File: src/cbez_pkg.sv
`timescale 1ns / 1ps
// shared types and constants for the cubic bezier point evaluator
// no dependencies

package cbez_pkg;

	// configuration register file
	localparam int CFG_INDEX_BITS = 3;
	localparam int NUM_CTRL = 4;

	typedef enum logic [CFG_INDEX_BITS-1:0] {
		REG_CTRL0_X = 3'd0,
		REG_CTRL0_Y = 3'd1,
		REG_CTRL1_X = 3'd2,
		REG_CTRL1_Y = 3'd3,
		REG_CTRL2_X = 3'd4,
		REG_CTRL2_Y = 3'd5,
		REG_CTRL3_X = 3'd6,
		REG_CTRL3_Y = 3'd7
	} cfg_reg_t;

	// reset coordinates of the control points
	localparam int CTRL0_X_RST = 100;
	localparam int CTRL0_Y_RST = 100;
	localparam int CTRL1_X_RST = 400;
	localparam int CTRL1_Y_RST = 200;
	localparam int CTRL2_X_RST = 200;
	localparam int CTRL2_Y_RST = 400;
	localparam int CTRL3_X_RST = 500;
	localparam int CTRL3_Y_RST = 500;

endpackage

File: src/cbez_cfg_regs.sv
`timescale 1ns / 1ps
// control point register file, written through a plain write port
// depends on cbez_pkg

module cbez_cfg_regs #(
	parameter int COORD_BITS = 10
) (
	input  logic                                        clk,
	input  logic                                        arst_n,
	input  logic                                        cfg_we,
	input  logic [cbez_pkg::CFG_INDEX_BITS-1:0]         cfg_index,
	input  logic [COORD_BITS-1:0]                       cfg_wdata,
	output logic [cbez_pkg::NUM_CTRL-1:0][COORD_BITS-1:0] ctrl_x,
	output logic [cbez_pkg::NUM_CTRL-1:0][COORD_BITS-1:0] ctrl_y
);

	logic [cbez_pkg::NUM_CTRL-1:0][COORD_BITS-1:0] ctrl_x_q;
	logic [cbez_pkg::NUM_CTRL-1:0][COORD_BITS-1:0] ctrl_y_q;

	always_ff @(posedge clk or negedge arst_n) begin
		if (!arst_n) begin
			ctrl_x_q[0] <= COORD_BITS'(cbez_pkg::CTRL0_X_RST);
			ctrl_y_q[0] <= COORD_BITS'(cbez_pkg::CTRL0_Y_RST);
			ctrl_x_q[1] <= COORD_BITS'(cbez_pkg::CTRL1_X_RST);
			ctrl_y_q[1] <= COORD_BITS'(cbez_pkg::CTRL1_Y_RST);
			ctrl_x_q[2] <= COORD_BITS'(cbez_pkg::CTRL2_X_RST);
			ctrl_y_q[2] <= COORD_BITS'(cbez_pkg::CTRL2_Y_RST);
			ctrl_x_q[3] <= COORD_BITS'(cbez_pkg::CTRL3_X_RST);
			ctrl_y_q[3] <= COORD_BITS'(cbez_pkg::CTRL3_Y_RST);
		end else if (cfg_we) begin
			case (cbez_pkg::cfg_reg_t'(cfg_index))
				cbez_pkg::REG_CTRL0_X: ctrl_x_q[0] <= cfg_wdata;
				cbez_pkg::REG_CTRL0_Y: ctrl_y_q[0] <= cfg_wdata;
				cbez_pkg::REG_CTRL1_X: ctrl_x_q[1] <= cfg_wdata;
				cbez_pkg::REG_CTRL1_Y: ctrl_y_q[1] <= cfg_wdata;
				cbez_pkg::REG_CTRL2_X: ctrl_x_q[2] <= cfg_wdata;
				cbez_pkg::REG_CTRL2_Y: ctrl_y_q[2] <= cfg_wdata;
				cbez_pkg::REG_CTRL3_X: ctrl_x_q[3] <= cfg_wdata;
				cbez_pkg::REG_CTRL3_Y: ctrl_y_q[3] <= cfg_wdata;
				default: ;
			endcase
		end
	end

	assign ctrl_x = ctrl_x_q;
	assign ctrl_y = ctrl_y_q;

endmodule

File: config.mk
export PLATFORM = sky130hd
export DESIGN_NAME = cbez_cfg_regs
export DESIGN_NICKNAME = d
export VERILOG_FILES = /design/src/cbez_pkg.sv /design/src/cbez_cfg_regs.sv
export SDC_FILE = /design/constraint.sdc
export NUM_CORES = 1
export LEC_CHECK = 0
export ABC_AREA = 1
export BUFFER_PORTS_ARGS = -buffer_cell sky130_fd_sc_hd__buf_4
export CORE_MARGIN = 2
export CORE_UTILIZATION = 51
export DETAILED_ROUTE_END_ITERATION = 6
export PLACE_DENSITY = 0.75
export RECOVER_POWER = 25
export REMOVE_ABC_BUFFERS = 1
export SYNTH_ARGS = -nofsm -noshare
export SYNTH_HDL_FRONTEND = slang
export SYNTH_SLANG_ARGS = --single-unit
File: constraint.sdc
create_clock -name clk -period 0.81 [get_ports clk]
set_input_delay 0.2025 -clock clk [delete_from_list [all_inputs] [get_ports clk]]
set_output_delay 0.2025 -clock clk [all_outputs]
set_load 0.05 [all_outputs]
# Word-level counts from Yosys, hierarchy flattened
# Cells that the tools add are included.
[totals]
ff_bits = 80
input_bits = 16
output_inout_bits = 80
wordCells = 24
[classes]
n_eq_ne = 7
reduce_logical = 9
[op_table]
columns = ["cell", "n"]
rows = [
  ["AND reduction 2 bit", 8],
  ["== test 3 bit, second input constant", 4],
  ["== test 3 x 2 -> 1 bit, second input constant", 2],
  ["== test 3 x 1 -> 1 bit, second input constant", 1],
  ["zero test 3 bit", 1],
]

# Logic depth before layout (Yosys ltp)
# Gate-level depths: netlist of the first run.
[logic_depth]
word_depth = 2
ltp_mapped = 5
mapped_depth_nobuf = 5

# Worst setup path after synthesis of the first run
# No wires, ideal clock.
[synth_path]
path_type = "register -> register"
from = "register, netlist name ctrl_y[13]"
to = "register ctrl_y_q (netlist bit ctrl_y[13])"
setup_time_ps = 61
t_arrival_ps = 810
t_required_ps = 749
setup_slack_ps = -61
path_stages_with_launch = 3
n_path_buf = 0
period_less_slack_ps = 871
path_cell_list = "dfstp_2 > nand2_1 > nand2_1"
[synth_lines]
columns = ["item", "line_no", "rtl"]
rows = [
  ["end, declared", "cbez_cfg_regs.sv:18", "logic [cbez_pkg::NUM_CTRL-1:0][COORD_BITS-1:0] ctrl_y_q;"],
]

# Worst setup path after layout of the first run
[layout_path]
from = "register ctrl_y_q (netlist bit ctrl_y[34])"
to = "output port ctrl_y[34] (netlist bit)"
[layout_lines]
columns = ["item", "line_no", "rtl"]
rows = [
  ["end, declared", "cbez_cfg_regs.sv:14", "output logic [cbez_pkg::NUM_CTRL-1:0][COORD_BITS-1:0] ctrl_y"],
]
# No word-level cell between the ends.

==> results of run 1 <==
synth_stat cells, drive strengths merged:
master,n,area [µm²]
nand2,213,815
dfrtp,50,1250
nand3,40,200
dfstp,30,788
clkbuf,10,50.1
buf,8,47.5
nor2,8,47.5
inv,6,22.5
state kept, by name, summed over array words and instances (netlist names):
signal and count:
ctrl_x 40, ctrl_y 40
cell type report:
type / instances / area [µm²] / area share [%]
sequential: 80 / 2040 / 41.1
timing repair buffer: 142 / 1530 / 30.7
multi-input combinational: 261 / 1080 / 21.7
clock buffer: 12 / 135 / 2.72
tap: 75 / 93.8 / 1.89
clock inverter: 4 / 70.1 / 1.41
inverter: 6 / 22.5 / 0.453
layer usage:
metal	up-vias	wire (µm)
met5	-	0
met4	0	202
met3	17	638
met2	144	4900
met1	1476	3880
li1	1390	-
cells in the final DEF, fill, tap and decap left out:
master | netlist | layout
nand2_1 | 207 | 202
buf_4 | 3 | 54
buf_6 | 0 | 53
dfrtp_1 | 50 | 50
nand3_1 | 40 | 40
dfstp_2 | 30 | 30
buf_8 | 0 | 30
nand2_2 | 6 | 10
clkbuf_8 | 0 | 9
inv_1 | 5 | 5
nor2_2 | 4 | 4
clkbuf_1 | 0 | 4
nor2_1 | 3 | 3
buf_12 | 0 | 3
bufinv_16 | 0 | 2
clkinv_2 | 0 | 2
nor2_4 | 1 | 1
inv_2 | 1 | 1
nand2_4 | 0 | 1
dlygate4sd3_1 | 0 | 1
power groups by stage:
stage	registers [µW]	logic [µW]	clock network, µW
floorplan	8120	690	0
global placement	5460	5050	0
detailed placement	5460	5140	0
CTS	5600	6020	3150
global route	5700	6560	3350
finish	5630	6290	3180
worst max-delay path by stage:
stage	start	end	slack, ns
after floorplan	cfg_index[1]	ctrl_x[0]$_DFFE_PN0P_	-0.77
after global placement	cfg_index[2]	ctrl_y[29]$_DFFE_PN0P_	-0.22
after detailed placement	cfg_index[2]	ctrl_x[30]$_DFFE_PN0P_	-0.28
after CTS	ctrl_y[34]$_DFFE_PN1P_	ctrl_y[34]	-0.46
after global routing	ctrl_y[16]$_DFFE_PN1P_	ctrl_y[16]	-0.48
final	ctrl_y[34]$_DFFE_PN1P_	ctrl_y[34]	-0.47
what timing repair did:
action / CTS / global route
hold buffers: 1 / 0
endpoints found under the hold margin: 50 / 0
setup endpoints to repair: 80 / 83
gates resized for setup: 108 / 10
buffers inserted: 14 / 14
pin swaps: 0 / 2
metrics by stage:
stage                     setup TNS [ns]  area [µm²]  hold slack [ns]  power, µW  setup WS (ns)
after floorplan                   -33.07        3120          -0.0931       8810         -0.771
after global placement            -18.11        4120            0.184      10500         -0.225
after detailed placement          -20.64        4120            0.183      10600         -0.276
after CTS                         -29.14        4840            0.109      14800         -0.464
after global routing              -31.49        4970            0.121      15600         -0.481
final                             -29.68        4970            0.111      15100         -0.468
cell families (layout without fill, tap and decap cells):
kind of cell           after synthesis  count (layout)  synth area share (%)
flip-flops                          80              80                  63.3
AND/OR/NAND/NOR                    261             261                  33.0
buffers and inverters               24             164                  3.73
==> impl_metrics.csv, run 1 <==
group,metric,value,unit
outcome,outcome,"finished, violations left",
outcome,failed_checks,"negative setup slack",
timing,timing.final.crit_share,158,%
setup_path,regToRegSetupSlack,-0.09,ns
setup_path,crit_cells,1,
power,seq_power_share,37.3,%
cells_and_area,nNetsFinal,516,
detailed_routing,drc,0,
clocking,cts_tree,"yes",
global_routing,grt_start_max_net_pins,49,
power,power.internal,9100,µW
timing,finalWorstSetupSlack,-0.468,ns
setup_path,critical_path.slowest_cell,"dfstp_2",
timing,timing.final.hold_violations,0,
min_path,timing.hold.worst_path_depth,3,
timing,worstMarginPinSlew,0.410,ns
cells_and_area,final-instance-count-excl-fill,580,
flow_run,cap_violations,0,
detailed_routing,post_drt_via_cell_ratio,5.22,
clocking,cts_made_buffers,9,
power,power_per_cell_area,3040,nW/µm²
setup_path,cp_slowest_stage_delay,0.56,ns
cells_and_area,layout-drive-gt1-share,39.6,%
clocking,ctsLongestPathBuffers,2,
floorplan,floorplan.die_area,6970,µm²
global_routing,gr-usage-met1,37.2,%
setup_path,reg2reg_from,"ctrl_x[15]$_DFFE_PN0P_",
timing,max_freq,0.782,GHz
global_routing,grt.busiest_layer,"met2",
power,pwr-share-clk,21.1,%
cells_and_area,areaGrowthSynthToFinish,54.2,%
timing,relSlewSlack,72.7,%
floorplan,floorplan.io_pins,96,
timing,final.min_clock_period,1.28,ns
detailed_routing,avgRoutedWirePerCell,16.6,µm
detailed_routing,route.vias.total,3027,
power,worst_ir_drop_vdd,2.12,mV
synthesis,synth_sequential_area_ratio,63.3,%
floorplan,floorplan.die.height,83.5,µm
power,power.share.switching,39.7,%
global_routing,grt_antenna_before_repair,0,
setup_path,arrival_worst_endpoint,1.08,ns
timing,slew_violations,0,
setup_path,r2r_cells,4,
floorplan,die-width,83.5,µm
setup_path,worstSetupPathType,"reg -> out",
global_routing,wire_length_of_the_first_global_routing_pass,15.1,mm
timing,post_route_skew,0,ns
synthesis,synthesis.area,3220,µm²
synthesis,avgSynthCellArea,8.83,µm²
detailed_routing,ant_nets,0,
clocking,cts_sinks,80,
place,port_buffers,95,
global_routing,grtUsageMet3,4.95,%
setup_path,critical_path.reg2reg.endpoint,"ctrl_x[15]$_DFFE_PN0P_",
setup_path,crit_chain,"buf_8",
floorplan,initial_utilization,53.5,%
floorplan,placement_rows,28,
setup_path,timing.critical_path.from_type,"flip-flop",
setup_path,worst-path-max-fanout,2,
cells_and_area,layout.filler_cells,364,
clocking,clock_tree.root_cell,"clkbuf_8",
timing,setup_viol_count_final,86,
place,placed_cells,535,
global_routing,globalRouteMet2Util,45.8,%
global_routing,grt_util_all_layers,27.8,%
cells_and_area,antennaDiodeCount,0,
synthesis,yosys_register_bits,80,
min_path,class_of_the_worst_hold_path,"in -> reg",
place,gpl.final_weighted_congestion,0.779,
synthesis,synth_cell_type_count,13,
setup_path,cp_top_family,"flip-flops",
synthesis,postSynthCellCount,365,
setup_path,critical_path.endpoint_type,"output port",
power,power.combinational.fraction,41.6,%
floorplan,design.core.area,6030,µm²
global_routing,first_global_vias,2937,
detailed_routing,totalWireLength,9.62,mm
detailed_routing,first_iter_violations,198,
setup_path,worst-endpoint-required,0.61,ns
min_path,holdCritStartpoint,"cfg_wdata[3]",
place,dp.final_hpwl,5.65,mm
detailed_routing,pre_antenna_drt_iters,5,
synthesis,synth.yosys.warnings,0,
global_routing,grt.overflow.total,0,
clocking,clkLatencyLatePin,0.36,ns
setup_path,crit_buf_inv,1,
clocking,cts_htree_levels,3,
power,power.static_leakage,0.00263,µW
clocking,clk_transition_reported_paths,0.09,ns
min_path,min_to,"ctrl_y[13]$_DFFE_PN1P_",
power,netSwitchingPower,6000,µW
cells_and_area,final_core_util,82.4,%
timing,grt_setup_unrepaired,"true",
(Power assumes the default switching activity.)
==> inputs of run 2 (changes only) <==
- PLACE_DENSITY: 0.75 -> 0.8
- SKIP_LAST_GASP: default -> 1
==> run 2 against run 1 <==
The run still ends with negative setup slack left. Sequential power is essentially flat. Wire length increased by 6.1%. First-iteration DRC count grew 20%. Clock-buffer cell count rose by 2.
==> impl_metrics.csv, run 2 (synthesis results as in run 1) <==
group,metric,value,unit
setup_path,r2r_cells,4,
global_routing,first_global_vias,3069,
setup_path,regToRegSetupSlack,-0.08,ns
cells_and_area,antennaDiodeCount,0,
cells_and_area,layout.filler_cells,322,
timing,timing.final.hold_violations,0,
setup_path,critical_path.endpoint_type,"output port",
detailed_routing,totalWireLength,10.2,mm
place,port_buffers,95,
detailed_routing,route.vias.total,3130,
clocking,cts_tree,"yes",
setup_path,critical_path.reg2reg.endpoint,"ctrl_x[3]$_DFFE_PN0P_",
timing,final.min_clock_period,1.29,ns
setup_path,critical_path.slowest_cell,"dfstp_2",
clocking,clock_tree.root_cell,"clkbuf_8",
cells_and_area,layout-drive-gt1-share,41.5,%
clocking,cts_made_buffers,9,
min_path,class_of_the_worst_hold_path,"in -> reg",
min_path,holdCritStartpoint,"cfg_wdata[6]",
clocking,clkLatencyLatePin,0.35,ns
cells_and_area,multi_input_comb_area,1080,µm²
timing,relSlewSlack,75.2,%
power,power.static_leakage,0.00274,µW
detailed_routing,post_drt_via_cell_ratio,5.23,
cells_and_area,nNetsFinal,534,
clocking,ctsLongestPathBuffers,2,
floorplan,initial_utilization,53.5,%
setup_path,crit_chain,"buf_8",
timing,finalWorstSetupSlack,-0.476,ns
outcome,outcome,"finished, violations left",
timing,setup_viol_count_final,97,
setup_path,crit_buf_inv,1,
power,power_per_cell_area,3060,nW/µm²
timing,slew_violations,0,
timing,timing.final.crit_share,159,%
floorplan,floorplan.die_area,6970,µm²
cells_and_area,seq_area,2040,µm²
setup_path,worst-endpoint-required,0.61,ns
floorplan,floorplan.die.height,83.5,µm
power,worst_ir_drop_vdd,2.10,mV
min_path,min_to,"ctrl_y[36]$_DFFE_PN1P_",
global_routing,grt_start_max_net_pins,42,
timing,post_route_skew,0,ns
setup_path,reg2reg_from,"ctrl_x[3]$_DFFE_PN0P_",
cells_and_area,final_core_util,85.2,%
floorplan,die-width,83.5,µm
detailed_routing,ant_nets,0,
floorplan,floorplan.io_pins,96,
outcome,failed_checks,"negative setup slack",
timing,final.setup.tns,-29.55,ns
cells_and_area,areaGrowthSynthToFinish,59.3,%
detailed_routing,drc,0,
setup_path,cp_top_family,"flip-flops",
place,gpl.final_weighted_congestion,0.757,
setup_path,timing.critical_path.from_type,"flip-flop",
min_path,timing.hold.worst_path_depth,3,
global_routing,grt_antenna_before_repair,0,
global_routing,grt_util_all_layers,28.8,%
clocking,cts_sinks,80,
detailed_routing,avgRoutedWirePerCell,17.1,µm
cells_and_area,leading_cell_types_in_the_layout_fill_and_taps_excluded,"nand2_1, buf_4, buf_6, dfrtp_1, nand3_1",
global_routing,grt.overflow.total,0,
clocking,clk_transition_reported_paths,0.08,ns
timing,worstMarginPinSlew,0.372,ns
setup_path,arrival_worst_endpoint,1.08,ns
setup_path,cp_slowest_stage_delay,0.58,ns
floorplan,design.core.area,6030,µm²
setup_path,setup.worst_path.start,"ctrl_y[27]$_DFFE_PN1P_",
place,dp.final_hpwl,5.78,mm
floorplan,placement_rows,28,
cells_and_area,layout_commonest_cell,"nand2_1",
flow_run,cap_violations,0,
setup_path,crit_cells,1,
timing,max_freq,0.778,GHz
clocking,cts_htree_levels,3,
detailed_routing,pre_antenna_drt_iters,4,
detailed_routing,first_iter_violations,238,
setup_path,worstSetupPathType,"reg -> out",
global_routing,wire_length_of_the_first_global_routing_pass,15.5,mm
timing,grt_setup_unrepaired,"true",
setup_path,worst-path-max-fanout,2,
==> run 2: metal layers <==
metal	vias to the layer above	wire (µm)	global-route usage (%)
met5	-	0	0
met4	0	235	12.8
met3	24	827	7.62
met2	154	5220	46.7
met1	1524	3930	36.7
li1	1428	-	-
==> run 2: how the worst max path moves through the flow <==
stage                                         to
after floorplan            ctrl_x[0]$_DFFE_PN0P_
final                                 ctrl_y[27]
after detailed placement  ctrl_y[29]$_DFFE_PN0P_
after global placement    ctrl_x[33]$_DFFE_PN0P_
after global routing                  ctrl_x[23]
after CTS                             ctrl_x[23]
==> run 2: metrics by stage <==
| step | std cells | cell area, µm² | power, µW | setup WS, ns | hold WS [ns] |
|---|---|---|---|---|---|
| 6_report | 598 | 5130 | 15700 | -0.476 | 0.135 |
| 5_1_grt | 598 | 5130 | 16200 | -0.496 | 0.130 |
| 4_1_cts | 574 | 4950 | 15300 | -0.472 | 0.117 |
| 3_5_place_dp | 536 | 4120 | 10600 | -0.294 | 0.199 |
| 3_3_place_gp | 536 | 4120 | 10500 | -0.240 | 0.195 |
| 2_1_floorplan | 347 | 3120 | 8810 | -0.771 | -0.0931 |
==> run 2: area by class of cell <==
type                    instances  area share [%]
inverters                       6           0.488
clock buffers                  14            3.56
multi-input cells             261            21.0
flip-flops and latches         80            39.7
well taps                      75            1.83
repair buffers                160            32.2
clock inverters                 2            1.17
==> run 2: power breakdown <==
part           internal (µW)  switching, µW
Clock                   2080           1450
Combinational           2580           3970
Sequential              4960            677
Total                   9620           6090
==> run 2: timing repair <==
action	in CTS	in global routing
hold buffers	1	0
resized for setup	110	7
setup endpoints to repair	80	85
endpoints found under the hold margin	50	0
buffers inserted	21	24
pin swaps	0	3
